<file path="src/design/ile_pkg.sv">
// shared types and codes for the indexed list engine
package ile_pkg;

  // request action codes
  localparam logic [2:0] ACT_READ       = 3'd0;
  localparam logic [2:0] ACT_INS_HEAD   = 3'd1;
  localparam logic [2:0] ACT_INS_TAIL   = 3'd2;
  localparam logic [2:0] ACT_INS_AT     = 3'd3;
  localparam logic [2:0] ACT_DELETE     = 3'd4;

  // stream payload widths
  localparam int IN_TDATA_W  = 48;
  localparam int OUT_TDATA_W = 48;
  localparam int VALUE_W     = 32;
  localparam int POS_W       = 12;
  localparam int LENGTH_W    = 11;

  localparam logic [VALUE_W-1:0] MISS_VALUE = '1;

  // what every cell does on a clock edge
  typedef enum logic [2:0] {
    CELL_HOLD   = 3'd0,
    CELL_INSERT = 3'd1,
    CELL_DELETE = 3'd2,
    CELL_LOAD   = 3'd3,
    CELL_SHIFT  = 3'd4
  } cell_op_t;

  typedef struct packed {
    cell_op_t           op;
    logic [VALUE_W-1:0] value;
  } cell_ctrl_t;

  typedef enum logic [2:0] {
    ST_IDLE = 3'b001,
    ST_READ = 3'b010,
    ST_DONE = 3'b100
  } state_t;

endpackage

</file>
<file path="src/design/ile_cell.sv">
// one list cell: holds one entry and one stage of the read chain
module ile_cell #(
  parameter int IDX = 0,
  parameter int CW  = 11
) (
  input  logic                     clk,
  input  ile_pkg::cell_ctrl_t      ctrl,
  input  logic [CW-1:0]            pos,
  input  logic [ile_pkg::VALUE_W-1:0] below,
  input  logic [ile_pkg::VALUE_W-1:0] above,
  input  logic [ile_pkg::VALUE_W-1:0] bus_above,
  output logic [ile_pkg::VALUE_W-1:0] entry,
  output logic [ile_pkg::VALUE_W-1:0] bus
);
  import ile_pkg::*;

  localparam logic [CW-1:0] MY_IDX = CW'(IDX);

  logic               at_pos;
  logic               past_pos;
  logic [VALUE_W-1:0] entry_next;
  logic [VALUE_W-1:0] bus_next;

  assign at_pos   = (pos == MY_IDX);
  assign past_pos = (pos < MY_IDX);

  always_comb begin
    entry_next = entry;
    bus_next   = bus;
    unique case (ctrl.op)
      CELL_INSERT: begin
        if (at_pos) begin
          entry_next = ctrl.value;
        end else if (past_pos) begin
          entry_next = below;
        end
      end
      CELL_DELETE: begin
        if (at_pos || past_pos) begin
          entry_next = above;
        end
      end
      CELL_LOAD:  bus_next = entry;
      CELL_SHIFT: bus_next = bus_above;
      CELL_HOLD:  ;
      default:    ;
    endcase
  end

  // payload only, no reset
  always_ff @(posedge clk) begin
    entry <= entry_next;
    bus   <= bus_next;
  end

endmodule

</file>
<file path="config.mk">
export PLATFORM = sky130hd
export DESIGN_NAME = ile_cell
export DESIGN_NICKNAME = d
export VERILOG_FILES = /design/src/design/ile_pkg.sv /design/src/design/ile_cell.sv
export SDC_FILE = /design/constraint.sdc
export NUM_CORES = 1
export LEC_CHECK = 0
export BUFFER_PORTS_ARGS = -buffer_cell sky130_fd_sc_hd__buf_2
export CORE_MARGIN = 2
export CORE_UTILIZATION = 40
export CTS_CLUSTER_SIZE = 28
export DETAILED_ROUTE_END_ITERATION = 12
export MAX_ROUTING_LAYER = met4
export PLACE_DENSITY = 0.79
export SKIP_CTS_REPAIR_TIMING = 1
export SLEW_MARGIN = 25
export SYNTH_ARGS = -nofsm -noshare
export SYNTH_HDL_FRONTEND = slang
export SYNTH_SLANG_ARGS = --single-unit
</file>
<file path="constraint.sdc">
create_clock -name clk -period 6.2 [get_ports clk]
set_clock_uncertainty 0.1 [all_clocks]
set_input_delay 1.24 -clock clk [delete_from_list [all_inputs] [get_ports clk]]
set_output_delay 1.24 -clock clk [all_outputs]
set_load 0.05 [all_outputs]
</file>
After elaboration in Yosys (flattened, before gate mapping)
Index checks and enable logic that the tools add are counted.

Equal/unequal tests: 6. Reductions and logical operators: 5. Muxes and demuxes: 5. $lt $le $gt $ge: 1.

Operators with widths (number): one-hot mux 32 bit (2 select lines) (2); two-way mux 32 bit (3); zero test 11 bit (1); < comparator 11 x 1 -> 1 bit (second input constant) (1); == test 3 x 2 -> 1 bit (second input constant) (2); nonzero test 2 bit (2); == test 3 x 1 -> 1 bit (second input constant) (1); == test 3 bit (second input constant) (1); inequality test 3 bit (second input constant) (1); AND reduction 3 bit (1); inequality test 2 bit (second input constant) (1); logical OR 1 bit (1).

Register bits: 64.

Longest topological paths before layout
Depth after elaboration: 4. Gate-level depth with buffers: 3. Mapped depth without buffers: 2.

Worst setup path after synthesis
Ideal clock, no wire load.

Path type: input port to flip-flop. Start: input ctrl[32] in the netlist's numbering. End: register bus[0] in the netlist's numbering (enable). Setup slack: 2.869 ns. Arrival time: 2.803 ns. Stages: 2. Path buffers: 0. Path through: nand2_1 > o21bai_1.

Cells in the longest elaborated chain, start to end: 2. Elaborated cells on any way between the ends: 3. Classes of those cells: eq/ne: 2; reduce/logical: 1.

Ends and longest elaborated chain: start: declaration (RTL line ile_cell.sv:7) `input ile_pkg::cell_ctrl_t ctrl,`; == test 3 bit or == test 3 x 2 -> 1 bit (tied branches) (RTL line ile_cell.sv:30) `unique case (ctrl.op)`; nonzero test 2 bit (no line) *; end signal: assignment (RTL line ile_cell.sv:53) `bus <= bus_next;`; end: declaration (RTL line ile_cell.sv:13) `output logic [ile_pkg::VALUE_W-1:0] bus`.

Mark *: on every way between the ends. The rest lies on a longest branch, timed or not. A chain may end at the register's enable or synchronous reset.

Final worst setup path
Start: input ctrl[34] in the netlist's numbering. End: register bus[13] in the netlist's numbering, data pin.

Cells in the longest elaborated chain, start to end: 2. Elaborated cells on any way between the ends: 3. Classes of those cells: eq/ne: 2; mux: 1.

Ends and longest elaborated chain: == test 3 bit or == test 3 x 2 -> 1 bit (tied branches) (RTL line ile_cell.sv:30); one-hot mux 32 bit (2 select lines) * (RTL line ile_cell.sv:30); named net bus_next[13] (RTL line ile_cell.sv:22) `logic [VALUE_W-1:0] bus_next;`.

The timed path passes the listed nets; every way through them passes the cells marked *.

==> impl_metrics.ini <==
[run_status]
status = finished, final reports clean

[route]
top_layer = met4
met3_length_microns = 451
vias_per_cell = 4.538
routed-wl-met2_microns = 3077
vias = 1933
drt_iter0_markers = 50
wl_met1_microns = 2317
totalWireLength_microns = 5931
wl_per_cell_microns = 13.92
first_pass_iters = 6
drc_errors = 0
postRouteAntennaNets = 0

[worst_setup_path]
cp-end-kind = flip-flop
regToRegSetupSlack_ps = 5180
critPathLaunchType = primary input
r2r-start = entry[23]
r2r_end = bus[23]
cp_cell_sequence = buf_2 > nor3b_4 > buf_4 > mux2_2
rr_worst_depth = 1
cp.required_ps = 6180
critPathMaxStageDelay_ps = 760
worst_ep_arrival_time_ps = 2940
crit_fanout = 17
crit_slowest_cell = nor3b_4
crit_type = primary input to flip-flop

[cts]
ctsRootBufferMaster = clkbuf_8
h-tree-depth = 3
clk_latency_ps = 330
cts_buffers = 9
clk_pin_slew_ps = 70
cts.sinks = 64
clock_path_buffers = 2
cts_tree = built

[synth]
synthAdderAreaFrac_pct = 0
syn_area_sq_mm = 0.002795
synth_cells = 143
synth-seq-cells = 64
ys_warn_count = 0
synth_compound_area_share_pct = 0.2686
syn_avg_cell_area_sq_um = 19.55
synth-xor-area-share_pct = 0.3133
syn_nets = 286
synth_cell_types = 10
synth_sequential_area_ratio_pct = 68.76
synthMuxAreaShare_pct = 25.78
synth_top_family_by_area = multiplexers
synth_simple_gate_area_share_pct = 2.462

[floorplanning]
die_y_microns = 87.60
initial_core_util_pct = 41.14
dieArea_sq_mm = 0.007673
row_count = 30
core-area_sq_mm = 0.006794
pin_count = 207
die_w_microns = 87.60

[worst_hold_path]
hold_path.class = flip-flop to flip-flop
hp-start = entry[29]
min_to = bus[29]
min_path_cells = 1

[final_layout]
n_antenna_cell = 0
final_util_pct = 58.67
area_growth_pct = 42.61
nets = 468
drive_gt1_share_pct = 76.97
stdcell_area_sq_mm = 0.003986

[sta]
finalSetupTns_ps = 0
period_share_pct = 47.83
holdWs_ps = 466.1
rsz0062_at_grt = no
slew_headroom_pct = 35.29
setup_violations = 0
fin_ws_ps = 3234
max_freq_mhz = 337.2
tightest_slew_ps = 968.0
min_period_ps = 2966
maxSlewViolCount = 0
hold_viol_final = 0

[grt]
antenna_found_initial = 0
grt_max_degree = 33
grt_usage_pct = 15.84
first_global_vias = 1873
gr-total-overflow = 0
grt_pass1_wl_microns = 8562

[placement]
dpl_worst_slack_ps = 2845
dp_hpwl_microns = 4544
gp_congestion = 0.7310
placed_area_sq_mm = 0.003752
port_buffers = 174

[job]
drv_cap = 0

[pwr]
ir_drop_mv = 0.1289
leakage_uw = 0.001666
power_density_mw_per_mm2 = 250.4
worst max-delay path, delay by kind of cell:
kind	cells	cell delay, ps
AND/OR/NAND/NOR	1	760
buffers and inverters	2	550
multiplexers	1	370
worst max-delay path by stage:
| stage | startpoint | to | slack, ps | depth (start not counted) |
|---|---|---|---|---|
| 2_1_floorplan | ctrl[32] | bus[0] | 2870 | 2 |
| 3_3_place_gp | ctrl[34] | bus[5] | 2900 | 4 |
| 3_5_place_dp | ctrl[34] | bus[3] | 2850 | 4 |
| 4_1_cts | ctrl[34] | bus[5] | 3210 | 4 |
| 5_1_grt | ctrl[34] | bus[13] | 3130 | 4 |
| 6_report | ctrl[34] | bus[13] | 3230 | 4 |
power by group:
part	leakage (uW)	internal, uW	total, uW	switching [uW]
Sequential	0.000587	484	485	1.18
Combinational	0.000964	49.1	97.8	48.7
Clock	0.000114	264	415	152
metal layers:
layer | vias to the layer above | global-route usage, %
met5 | - | -
met4 | 0 | 6.853
met3 | 11 | 5.467
met2 | 107 | 26.58
met1 | 881 | 16.97
li1 | 934 | -
Yosys cell counts (all sizes together):
master	n	area (sq um)
and4	1	8.760
buf	6	67.56
edfxtp	64	1922
mux2	64	720.7
nand2	1	3.750
nor3b	2	37.54
nor4	3	18.77
o21bai	1	7.510
xor2	1	8.760
cells in the final DEF, fill, tap and decap left out, drive strengths merged:
cell,n
o21bai,1
clkbuf,9
bufinv,3
buf,177
clkinvlp,1
mux2,64
edfxtp,64
clkinv,3
xor2,1
and4,1
nand2,1
nor4,3
nor3b,2
state kept, by name, summed over array words and instances (netlist names):
signal / flops
bus: 32
entry: 32
metrics by stage:
stage,cells,total power (uW)
floorplan,143,549.7
global placement,410,591.1
detailed placement,410,593.9
CTS,426,1011
global route,426,1035
finish,426,998.3
cells by family after synthesis:
group / after synthesis
multiplexers: 64
flip-flops: 64
AND/OR/NAND/NOR: 7
buffers and inverters: 6
AO/OA/AOI/OAI: 1
XOR/XNOR: 1
final cells by class:
type	count	area [sq um]
Fill cell	548	2808
Clock inverter	7	110.1
Multi-Input combinational cell	73	817.0
Clock buffer	9	123.9
Tap cell	96	120.1
Timing Repair Buffer	177	893.4
Sequential cell	64	1922
No activity file was read; power rests on OpenSTA's default activity.
